File: src/rtl/assert_macros.svh
// assertion macros used by the top-level rtl file
// no dependencies
`ifndef ASSERT_MACROS_SVH
`define ASSERT_MACROS_SVH
`ifndef ASSERT_OFF
`define ASSERT_IMPLIES(label, clk, rst, a, b) \
  label: assert property (@(posedge clk) disable iff (rst) (a) |-> (b)) else $error("assertion failed");
`define ASSERT_NEXT(label, clk, rst, a, b) \
  label: assert property (@(posedge clk) disable iff (rst) (a) |=> (b)) else $error("assertion failed");
`else
`define ASSERT_IMPLIES(label, clk, rst, a, b)
`define ASSERT_NEXT(label, clk, rst, a, b)
`endif
`endif

File: src/rtl/bptt_pkg.sv
// package for the tree transform check: payload types, commands, states
// no dependencies
package bptt_pkg;
  localparam int WordBits = 128;
  localparam int PosW = 7;
  localparam int NodeW = 7;
  localparam int LenW = 8;
  localparam int StackDepth = 64;
  localparam int StackW = 6;

  typedef struct packed {
    logic [63:0] word_upper;
    logic [63:0] word_lower;
  } in_word_t;

  typedef struct packed {
    logic [63:0] result_upper;
    logic [63:0] result_lower;
    logic        is_fixed;
    logic        malformed;
  } out_word_t;

  typedef enum logic [2:0] {
    ST_IDLE, ST_MATCH, ST_BUILD, ST_CHECK, ST_DONE
  } state_t;

  // transform step within one span
  typedef enum logic [1:0] {
    BP_SPAN, BP_EMIT, BP_POP
  } bphase_t;

  // controller to datapath
  typedef struct packed {
    logic load;
    logic match_step;
    logic build_init;
    logic build_step;
    logic check_step;
  } cmd_t;

  // datapath to controller
  typedef struct packed {
    logic match_done;
    logic bad;
    logic build_done;
    logic check_done;
  } sts_t;
endpackage

File: src/rtl/bptt_ctrl.sv
// controller sequencing match, build and check phases
// depends on bptt_pkg
module bptt_ctrl import bptt_pkg::*; (
  input  logic clk,
  input  logic rst,
  input  logic in_fire,
  input  sts_t sts,
  output cmd_t cmd,
  output logic busy,
  output logic done
);
  state_t state, state_next;

  // next state
  always_comb begin
    state_next = state;
    case (state)
      ST_IDLE:  if (in_fire) state_next = ST_MATCH;
      ST_MATCH: begin
        if (sts.bad) state_next = ST_DONE;
        else if (sts.match_done) state_next = ST_BUILD;
      end
      ST_BUILD: if (sts.build_done) state_next = ST_CHECK;
      ST_CHECK: if (sts.check_done) state_next = ST_DONE;
      ST_DONE:  state_next = ST_IDLE;
      default:  state_next = ST_IDLE;
    endcase
  end

  always_ff @(posedge clk) begin
    if (rst) state <= ST_IDLE;
    else state <= state_next;
  end

  // outputs
  always_comb begin
    cmd = '0;
    busy = 1'b1;
    done = 1'b0;
    case (state)
      ST_IDLE:  begin
        busy = 1'b0;
        cmd.load = in_fire;
      end
      ST_MATCH: begin
        cmd.match_step = 1'b1;
        cmd.build_init = sts.match_done & ~sts.bad;
      end
      ST_BUILD: cmd.build_step = 1'b1;
      ST_CHECK: cmd.check_step = 1'b1;
      ST_DONE:  done = 1'b1;
      default:  busy = 1'b0;
    endcase
  end
endmodule

File: src/rtl/bptt_dp.sv
// datapath: match stack, close table, work stack, result shifter, checker
// depends on bptt_pkg
module bptt_dp import bptt_pkg::*; #(
  parameter int MaxNodes = 64
) (
  input  logic             clk,
  input  logic             rst,
  input  in_word_t         in_word,
  input  logic [NodeW-1:0] nodes,
  input  cmd_t             cmd,
  output sts_t             sts,
  output logic [127:0]     res,
  output logic             fixed,
  output logic             bad
);
  logic [127:0]    word;
  logic [LenW-1:0] len;
  logic [LenW-1:0] pos;      // scan index i
  logic            mph;      // act phase of a bit, after the pend read
  logic [LenW-1:0] top;      // opens still pending

  // pending open positions and close table as memories
  logic [PosW-1:0] pend [WordBits];
  logic [PosW-1:0] closes [WordBits];
  logic [PosW-1:0] pend_top;

  // work stack: each entry is a deferred "emit 0, then span [l,r)"
  logic [2*LenW-1:0] wstk [StackDepth];
  logic [StackW:0]   wtop;
  logic [LenW-1:0]   cur_l;
  logic [LenW-1:0]   cur_r;
  logic [PosW-1:0]   cm;       // close of cur_l, read from table
  bphase_t           bphase;
  logic [LenW-1:0]   ck;
  logic [LenW-1:0]   ck_mirror;

  logic [LenW-1:0] bidx;
  logic bit_now;
  logic m_act, m_end, m_bit, m_open, m_close, m_err;
  logic b_act, b_span_empty, b_span_node, b_emit, b_pop, b_last;
  logic c_act, c_end, c_cmp;

  assign bidx = len - 8'd1 - pos;
  assign bit_now = word[bidx[PosW-1:0]];

  // match phase handles each bit by first reading the pend top, then acting
  assign m_act   = cmd.match_step && !sts.match_done && !sts.bad;
  assign m_end   = m_act && (pos >= len);
  assign m_bit   = m_act && (pos < len) && mph;
  assign m_open  = m_bit && bit_now;
  assign m_close = m_bit && !bit_now && (top != '0);
  assign m_err   = (m_bit && !bit_now && (top == '0)) || (m_end && (top != '0));

  // build steps
  assign b_act        = cmd.build_step && !sts.build_done;
  assign b_span_empty = b_act && (bphase == BP_SPAN) && (cur_l >= cur_r);
  assign b_span_node  = b_act && (bphase == BP_SPAN) && (cur_l < cur_r);
  assign b_emit       = b_act && (bphase == BP_EMIT);
  assign b_pop        = b_act && (bphase == BP_POP) && (wtop != '0);
  assign b_last       = b_act && (bphase == BP_POP) && (wtop == '0);

  // reversed-complement check
  assign c_act     = cmd.check_step && !sts.check_done;
  assign c_end     = c_act && (ck >= len);
  assign c_cmp     = c_act && (ck < len);
  assign ck_mirror = len - 8'd1 - ck;

  // status pulses
  always_ff @(posedge clk) begin
    if (rst) sts <= '0;
    else begin
      sts.match_done <= m_end && (top == '0);
      sts.bad        <= m_err;
      sts.build_done <= b_last;
      sts.check_done <= c_end;
    end
  end

  // input word and its length
  always_ff @(posedge clk) begin
    if (cmd.load) begin
      word <= {in_word.word_upper, in_word.word_lower};
      len  <= (nodes > NodeW'(MaxNodes)) ? LenW'(2 * MaxNodes) : {nodes, 1'b0};
    end
  end

  // scan position
  always_ff @(posedge clk) begin
    if (cmd.load) begin
      pos <= '0;
      mph <= 1'b0;
    end else if (m_act && (pos < len)) begin
      mph <= !mph;
      if (mph) pos <= pos + 8'd1;
    end
  end

  // pending stack depth
  always_ff @(posedge clk) begin
    if (cmd.load) top <= '0;
    else if (m_open) top <= top + 8'd1;
    else if (m_close) top <= top - 8'd1;
  end

  // pending and close memories
  always_ff @(posedge clk) begin
    if (m_open) pend[top[PosW-1:0]] <= pos[PosW-1:0];
  end

  always_ff @(posedge clk) begin
    pend_top <= (top != '0) ? pend[PosW'(top - 8'd1)] : '0;
  end

  always_ff @(posedge clk) begin
    if (m_close) closes[pend_top] <= pos[PosW-1:0];
  end

  always_ff @(posedge clk) begin
    if (b_span_node) cm <= closes[cur_l[PosW-1:0]];
  end

  // work stack
  always_ff @(posedge clk) begin
    if (b_emit) wstk[wtop[StackW-1:0]] <= {cur_l + 8'd1, 1'b0, cm};
  end

  always_ff @(posedge clk) begin
    if (cmd.build_init) wtop <= '0;
    else if (b_emit) wtop <= wtop + 7'd1;
    else if (b_pop) wtop <= wtop - 7'd1;
  end

  // current span: right part first, deferred inner part from the stack
  always_ff @(posedge clk) begin
    if (cmd.build_init) begin
      cur_l <= '0;
      cur_r <= len;
    end else if (b_emit) begin
      cur_l <= {1'b0, cm} + 8'd1;
    end else if (b_pop) begin
      {cur_l, cur_r} <= wstk[StackW'(wtop - 7'd1)];
    end
  end

  always_ff @(posedge clk) begin
    if (cmd.build_init) bphase <= BP_SPAN;
    else if (b_span_empty) bphase <= BP_POP;
    else if (b_span_node) bphase <= BP_EMIT;
    else if (b_emit || b_pop) bphase <= BP_SPAN;
  end

  // result shifter
  always_ff @(posedge clk) begin
    if (cmd.load) res <= '0;
    else if (b_emit) res <= {res[126:0], 1'b1};
    else if (b_pop) res <= {res[126:0], 1'b0};
  end

  // flags
  always_ff @(posedge clk) begin
    if (cmd.load) begin
      fixed <= 1'b1;
      bad   <= 1'b0;
    end else if (m_err) begin
      fixed <= 1'b0;
      bad   <= 1'b1;
    end else if (c_cmp && (res[ck[PosW-1:0]] == res[ck_mirror[PosW-1:0]])) begin
      fixed <= 1'b0;
    end
  end

  always_ff @(posedge clk) begin
    if (cmd.build_init) ck <= '0;
    else if (c_cmp) ck <= ck + 8'd1;
  end
endmodule

File: src/rtl/bp_tree_transform_fixed_check.sv
// top level of the tree transform check
// depends on bptt_pkg, bptt_ctrl, bptt_dp, assert_macros.svh
// One word at a time: the match scan goes over the word bit by bit through the
// pending-open memory, the transform goes node by node through the work-stack
// memory, and the check goes over the result bit by bit before the result is
// valid; a malformed word finishes as soon as the scan fails.
// The block takes a new word the cycle after the previous result has been taken.
`include "assert_macros.svh"
module bp_tree_transform_fixed_check import bptt_pkg::*; #(
  parameter int MAX_NODES = 64
) (
  input  logic       clk,
  input  logic       rst,
  input  logic       cfg_valid,
  output logic       cfg_ready,
  input  logic [6:0] cfg_data,
  input  logic       in_valid,
  output logic       in_ready,
  input  in_word_t   in_data,
  output logic       out_valid,
  input  logic       out_ready,
  output out_word_t  out_data
);
  logic [NodeW-1:0] node_total;
  cmd_t cmd;
  sts_t sts;
  logic busy, done, fixed, bad;
  logic [127:0] res;

  assign cfg_ready = 1'b1;
  always_ff @(posedge clk) begin
    if (rst) node_total <= '0;
    else if (cfg_valid) node_total <= cfg_data;
  end

  assign in_ready = !busy && !out_valid;

  bptt_ctrl u_ctrl (
    .clk, .rst, .in_fire(in_valid && in_ready), .sts, .cmd, .busy, .done
  );

  bptt_dp #(.MaxNodes(MAX_NODES)) u_dp (
    .clk, .rst, .in_word(in_data), .nodes(node_total), .cmd, .sts, .res, .fixed, .bad
  );

  // output word register
  always_ff @(posedge clk) begin
    if (rst) out_valid <= 1'b0;
    else if (done) out_valid <= 1'b1;
    else if (out_ready) out_valid <= 1'b0;
    if (done) out_data <= {res[127:64], res[63:0], fixed, bad};
  end

  `ASSERT_IMPLIES(a_no_accept_busy, clk, rst, busy, !in_ready)
  `ASSERT_IMPLIES(a_bad_zero, clk, rst, out_valid && out_data.malformed, !out_data.is_fixed)
  `ASSERT_NEXT(a_done_valid, clk, rst, done, out_valid)
endmodule
File: config.mk
export PLATFORM = sky130hd
export DESIGN_NAME = bp_tree_transform_fixed_check
export DESIGN_NICKNAME = d
export VERILOG_FILES = /design/src/rtl/bptt_pkg.sv /design/src/rtl/bptt_ctrl.sv /design/src/rtl/bptt_dp.sv /design/src/rtl/bp_tree_transform_fixed_check.sv
export VERILOG_INCLUDE_DIRS = /design/src /design/src/rtl
export SDC_FILE = /design/constraint.sdc
export NUM_CORES = 2
export LEC_CHECK = 0
export BUFFER_PORTS_ARGS = -buffer_cell sky130_fd_sc_hd__buf_2
export CAP_MARGIN = 20
export CELL_PAD_IN_SITES_DETAIL_PLACEMENT = 1
export CELL_PAD_IN_SITES_GLOBAL_PLACEMENT = 1
export CORE_MARGIN = 3
export CORE_UTILIZATION = 40
export DETAILED_ROUTE_END_ITERATION = 12
export PLACE_DENSITY = 0.6
export SYNTH_ARGS = -nofsm -noshare
export SYNTH_HDL_FRONTEND = slang
export SYNTH_SLANG_ARGS = --single-unit
File: constraint.sdc
create_clock -name clk -period 7.51 [get_ports clk]
set_clock_uncertainty 0.2 [all_clocks]
set_input_delay 1.502 -clock clk [delete_from_list [all_inputs] [get_ports clk]]
set_output_delay 1.502 -clock clk [all_outputs]
set_load 0.1 [all_outputs]
; After elaboration in Yosys (flattened, before gate mapping)
; Memory sizes are Yosys's and may differ from the RTL's. A register that Yosys moved wholly into a read port is not among the register bits.
; Index checks and enable logic that the tools add are counted.
[word_totals]
ff_bits = 461
latch_bits = 0
ramBits = 2752
mem_bits_ro = 0
n_memories = 3
[mem_list]
columns = memory, words, word_bits, read_ports, rd_clocked_by_memory_dff, write_ports, line
row1 = u_dp.wstk, 64, 15, 1, 0, 1, bptt_dp.sv:28  ; logic [2*LenW-1:0] wstk [StackDepth];
row2 = u_dp.closes, 128, 7, 1, 1, 1, bptt_dp.sv:24  ; logic [PosW-1:0] closes [WordBits];
row3 = u_dp.pend, 128, 7, 1, 1, 1, bptt_dp.sv:23  ; logic [PosW-1:0] pend [WordBits];
[op_classes]
n_addsub = 11
mul = 0
n_div = 0
n_lt_le_gt_ge = 10
eq_ne = 12
shifts = 0
muxes = 42
n_bitwise = 2
n_reduce_logical = 54
[op_table]
columns = op, count
row1 = $mux 128, 2
row2 = $mux 8, 7
row3 = $add 8x1->8 const B, 4
row4 = $logic_and 1x1->1, 25
row5 = $ge 8x8->1, 3
row6 = $lt 7x8->1 const B, 3
row7 = $lt 8x8->1, 3
row8 = $bmux 1 s7, 3
row9 = $mux 1, 18
row10 = $mux 3, 5
row11 = $mux 7, 2
row12 = $sub 7x1->7 const B, 2
row13 = $sub 7x7->7, 2
row14 = $pmux 3 s4, 1
row15 = $reduce_bool 2->1, 6
row16 = $logic_not 1->1, 9
row17 = $add 7x1->8 const B, 1
row18 = $logic_not 8->1, 1
row19 = $mux 2, 4
row20 = $reduce_bool 8->1, 1
row21 = $sub 8x1->8 const B, 1
row22 = $add 7x1->7 const B, 1
row23 = $gt 7x7->1 const B, 1
row24 = $logic_not 7->1, 1
row25 = 20 further kinds, 25

; Longest topological paths before layout
[depth]
word_depth = 11
mapped_depth = 17
ltp_nobuf = 13

; By module
; From an unflattened synthesis, not the netlist that was laid out.
[hier_totals]
cells_unflattened = 6398
area_unflattened_um2 = 126880.4
[modules_own_cells]
columns = module, n_inst, cells_per_inst, area_per_inst_um2
row1 = bptt_dp, 1, 6208, 122418.7
row2 = bp_tree_transform_fixed_check, 1, 161, 4212.8
row3 = bptt_ctrl, 1, 29, 249.0

; Least setup slack after synthesis
; No wires, ideal clock.
[synth_timing]
path_type = reg2reg
startpoint = register u_dp.pos[4]
endpoint = memory u_dp.pend[56][0], enable pin
setup_time_ns = 0.390
t_arrival_ns = 7.092
t_required_ns = 6.920
path_slack_ns = -0.172
stages_incl_launch_ff = 14
path_buffers = 3
synth_period_minus_slack_ns = 7.682
path_cell_list = dfxtp_1 inv_1 ha_1 buf_2 or3b_2 a21oi_1 nor4b_2 a22oi_1 nand2_1 o211ai_2 nand3_2 buf_2 clkbuf_1 nor4_1
[synth_between]
elab_chain_len = 6
elab_cells_between_ends = 9
classes_between = add/sub: 1 / order compare: 1 / mux: 4 / reduce/logical: 3
[synth_rtl]
columns = element, line
row1 = start: declaration, bptt_dp.sv:18  ; logic [LenW-1:0] pos;
row2 = start signal: assignment, bptt_dp.sv:94  ; if (mph) pos <= pos + 8'd1;
row3 = $sub 7x7->7 or $lt 8x8->1 (tied branches), "bptt_dp.sv:43, bptt_dp.sv:49"
row4 = $bmux 1 s7 or $logic_and 1x1->1 (tied branches), "bptt_dp.sv:44, bptt_dp.sv:49"
row5 = $mux 1 (implied by the code) or $logic_and 1x1->1 (tied branches), "bptt_dp.sv:44, bptt_dp.sv:49"
row6 = $logic_and 1x1->1 (*), bptt_dp.sv:50  ; assign m_open = m_bit && bit_now;
row7 = $mux 1 (*), bptt_dp.sv:107  ; if (m_open) pend[top[PosW-1:0]] <= pos[PosW-1:0];
row8 = $mux 1 (implied by the code) (*), bptt_dp.sv:107
row9 = end: declaration, bptt_dp.sv:23
; Every way passes the cells marked *; elsewhere a longest branch is shown, timed or not. The select of a mux whose other input is x is not followed.

; Worst setup path after layout
[layout_timing]
startpoint = register u_dp.len[1]
endpoint = memory u_dp.closes[81][2], enable pin
[layout_between]
elab_chain_len = 9
elab_cells_between_ends = 12
classes_between = add/sub: 2 / order compare: 1 / mux: 4 / reduce/logical: 5
[layout_rtl]
columns = element, line
row1 = start: declaration, bptt_dp.sv:17  ; logic [LenW-1:0] len;
row2 = start signal: assignment, bptt_dp.sv:83  ; len <= (nodes > NodeW'(MaxNodes)) ? LenW'(2 * MaxNodes) : {nodes, 1'b0};
row3 = $sub 7x1->7, bptt_dp.sv:43  ; assign bidx = len - 8'd1 - pos;
row4 = $sub 7x7->7, bptt_dp.sv:43
row5 = $bmux 1 s7, bptt_dp.sv:44  ; assign bit_now = word[bidx[PosW-1:0]];
row6 = $mux 1 (implied by the code), bptt_dp.sv:44
row7 = $logic_not 1->1, bptt_dp.sv:51  ; assign m_close = m_bit && !bit_now && (top != '0);
row8 = $logic_and 1x1->1 (*) (2 in a row), bptt_dp.sv:51
row9 = $mux 1 (*), bptt_dp.sv:115  ; if (m_close) closes[pend_top] <= pos[PosW-1:0];
row10 = $mux 1 (implied by the code) (*), bptt_dp.sv:115
row11 = end: declaration, bptt_dp.sv:24
; Marks and branches as above.

==> flow_summary.json <==
{
  "ys_warn_count": 0,
  "rows": 205,
  "netlist.area_leader.share_pct": 71.9,
  "clk_latency_ns": 0.94,
  "routed_wl_mm": 348,
  "setup_viol": 0,
  "worstPathMaxFanout": 16,
  "drv_cap": 0,
  "tightest_slew_ns": 1.20,
  "power-per-cell-area_nw_per_um2": 390,
  "cp.arrival_ns": 7.02,
  "syn_nets": 6229,
  "p_leak_nw": 46.0,
  "post-route-drc-count": 0,
  "postCtsHoldBufs": 0,
  "start_kind": "register",
  "initial_core_util_pct": 40.4,
  "post_cts_buffers": 0,
  "cts.clk_slew.worst_paths_ns": 0.06,
  "synth_area_um2": 127000,
  "dr.pass1.iters": 5,
  "cts.sinks": 3226,
  "synth_enable_flop_cells": 3032,
  "critPathKind": "reg -> reg",
  "ios": 273,
  "vias": 63200,
  "ys_seq_area_share_pct": 74.9,
  "grt_pass1_wl_mm": 501,
  "worstHoldPathType": "reg -> reg",
  "grt_overflow_total": 0,
  "io_buffers": 271,
  "htree_levels": 5,
  "core_area_um2": 313000,
  "avgRoutedWirePerCell_um": 31.7,
  "drtIter0Drc": 7481,
  "total_power_mw": 56.7,
  "drive_gt1_share_pct": 30.0,
  "clockBufferDepth": 4,
  "dieArea_um2": 323000,
  "pwr-share-seq_pct": 37.5,
  "pwr-share-comb_pct": 31.8,
  "fin_cells": 11000,
  "synth_seq_cells": 3226,
  "yosysTopAreaCell": "edfxtp_1",
  "async_flop_share_pct": 0,
  "swShare_pct": 32.3,
  "final_nets": 6702,
  "fillers": 28600,
  "synthesis.instances": 6046,
  "die_h_um": 569,
  "p_int_mw": 38.4,
  "tns_ns": 0,
  "min_period_ns": 6.66,
  "status": "finished, final reports clean",
  "grt_max_degree": 156,
  "gp_congestion": 0.811,
  "peakVddDrop_mv": 0.405,
  "hold_viol_final": 0,
  "fin_crit_sh_pct": 88.7,
  "required_ns": 7.87,
  "ant_nets": 0,
  "cts-root-buf": "clkbuf_16",
  "grt_use_total_pct": 21.3,
  "clkPwrFrac_pct": 30.7,
  "ys_types": 70,
  "synth_ff_type": "edfxtp_1",
  "rsz0062_at_grt": "no",
  "dp_hpwl_mm": 214,
  "clock.fmax_mhz": 150,
  "hold_slack_ns": 0.264,
  "viasPerCell": 5.77,
  "dieWidth_um": 569,
  "area_delta_synth_final_pct": 14.8,
  "cp-end-kind": "register",
  "syn_area_per_cell_um2": 21.0,
  "cts_tree": "yes",
  "cts_made_buffers": 345,
  "relSlewSlack_pct": 19.9,
  "slew_violations": 0,
  "place_inst": 10300,
  "ctsResizeCount": 0,
  "ys_top_cells_by_area": "edfxtp_1 72%, mux4_2 17%, dfxtp_1 3.1%, nor2_1 1.1%, nand2_1 1.0%",
  "antenna_found_initial": 11,
  "grt_pass1_vias": 65300,
  "p_sw_mw": 18.3
}
Yosys cell counts, types with 9 or more instances:
| master | number |
|---|---|
| a211oi_1 | 22 |
| a21oi_1 | 174 |
| a221oi_1 | 13 |
| a22oi_1 | 17 |
| a311oi_1 | 11 |
| a31oi_1 | 14 |
| and2_1 | 20 |
| buf_1 | 40 |
| buf_2 | 108 |
| clkbuf_1 | 199 |
| dfxtp_1 | 194 |
| edfxtp_1 | 3032 |
| ha_1 | 43 |
| inv_1 | 35 |
| mux2_2 | 9 |
| mux2i_1 | 59 |
| mux4_1 | 24 |
| mux4_2 | 951 |
| nand2_1 | 342 |
| nand3_1 | 43 |
| nand4_1 | 14 |
| nor2_1 | 360 |
| nor2b_1 | 31 |
| nor3_1 | 24 |
| nor4_1 | 37 |
| o21ai_0 | 34 |
| or2_2 | 10 |
| or3_1 | 25 |
| xnor2_1 | 36 |
| xor2_1 | 17 |
layer usage:
metal / up-vias / share of wire, % / GRT usage (%)
met5: - / 0.0037 / 0
met2: 2483 / 47 / 33.1
met3: 392 / 6.5 / 3.20
met1: 34300 / 45 / 32.0
li1: 26000 / - / -
met4: 2 / 2.1 / 4.51
final cells by class:
cell class | count | area [um^2] | share of cell area, %
multi-input cells | 2424 | 30300 | 20.8
clock inverters | 218 | 2560 | 1.76
inverters | 38 | 143 | 0.0981
well taps | 4140 | 5180 | 3.56
clock buffers | 414 | 9080 | 6.24
diodes | 6 | 15.0 | 0.0103
flip-flops and latches | 3226 | 95000 | 65.3
repair buffers | 484 | 3160 | 2.17
placed cells by master (no fill, tap or decap), types with 59 or more instances in the layout:
| cell type | netlist | final |
|---|---|---|
| mux2i_1 | 59 | 59 |
| buf_4 | 1 | 184 |
| edfxtp_1 | 3032 | 3032 |
| dfxtp_1 | 194 | 178 |
| clkbuf_16 | 0 | 349 |
| mux4_2 | 951 | 951 |
| nor2_1 | 360 | 359 |
| clkinv_1 | 3 | 59 |
| clkinv_2 | 0 | 68 |
| nand2_1 | 342 | 341 |
| a21oi_1 | 174 | 174 |
| buf_2 | 108 | 272 |
through the flow:
stage | worst slack [ns] | utilization (%) | instance area, um^2
6_report | 0.850 | 46.4 | 145000
5_1_grt | 0.589 | 46.4 | 145000
4_1_cts | 0.765 | 46.4 | 145000
3_5_place_dp | 0.813 | 42.6 | 134000
3_3_place_gp | 0.970 | 42.6 | 134000
2_1_floorplan | 0.0427 | - | 127000
state kept, by name, indices dropped and copies added (netlist names), 2 cells and up:
register,count
node_total,7
out_data,130
u_ctrl.state,3
u_dp.bphase,2
u_dp.ck,8
u_dp.closes,896
u_dp.cm,7
u_dp.cur_l,8
u_dp.cur_r,8
u_dp.len,7
u_dp.pend,896
u_dp.pend_top,7
u_dp.pos,8
u_dp.res,128
u_dp.sts,4
u_dp.top,8
u_dp.word,128
u_dp.wstk,960
u_dp.wtop,7
power by group through the flow:
stage               registers, mW  clock network (mW)  logic [mW]
global placement             21.6                   0        18.0
CTS                          21.3                17.8        18.2
detailed placement           21.6                   0        18.2
finish                       21.3                17.4        18.0
floorplan                    21.5                   0        11.6
global route                 21.3                18.6        19.0
cell families (layout without fill, tap and decap cells):
| kind of cell | Yosys count | in the layout | synth area share [%] |
|---|---|---|---|
| compound gates | 328 | 328 | 1.58 |
| xor+xnor | 54 | 54 | 0.388 |
| fa+ha+maj | 43 | 43 | 0.425 |
| buf+inv | 396 | 1154 | 1.35 |
| flops | 3226 | 3226 | 74.9 |
| mux | 1043 | 1043 | 18.0 |
| other cells | 1 | 7 | 0.00296 |
| simple gates | 955 | 955 | 3.35 |
path summary, 6_finish.rpt:
kind                     from                 end  slack (ns)  cells after the start
setup / recovery  u_dp.len[1]  u_dp.closes[81][2]        0.85                     15
hold / removal       u_dp.bad            u_dp.bad        0.26                      2
setup reg to reg  u_dp.len[1]  u_dp.closes[81][2]        0.85                     15
hold reg to reg      u_dp.bad            u_dp.bad        0.26                      2
worst max-delay path, stage by stage (launching register included):
cell and delay, ns:
edfxtp_1 0.50, inv_1 0.20, ha_1 0.21, xor2_1 0.71, ha_1 0.38, o21ai_1 0.17, o2bb2ai_4 0.62, mux2i_1 0.46
a22oi_1 0.16, nand2_1 0.13, o211ai_2 0.22, a211oi_2 0.29, buf_4 0.29, nand3_1 0.64, buf_4 0.49, nor2_1 0.56
(Power assumes the default switching activity.)
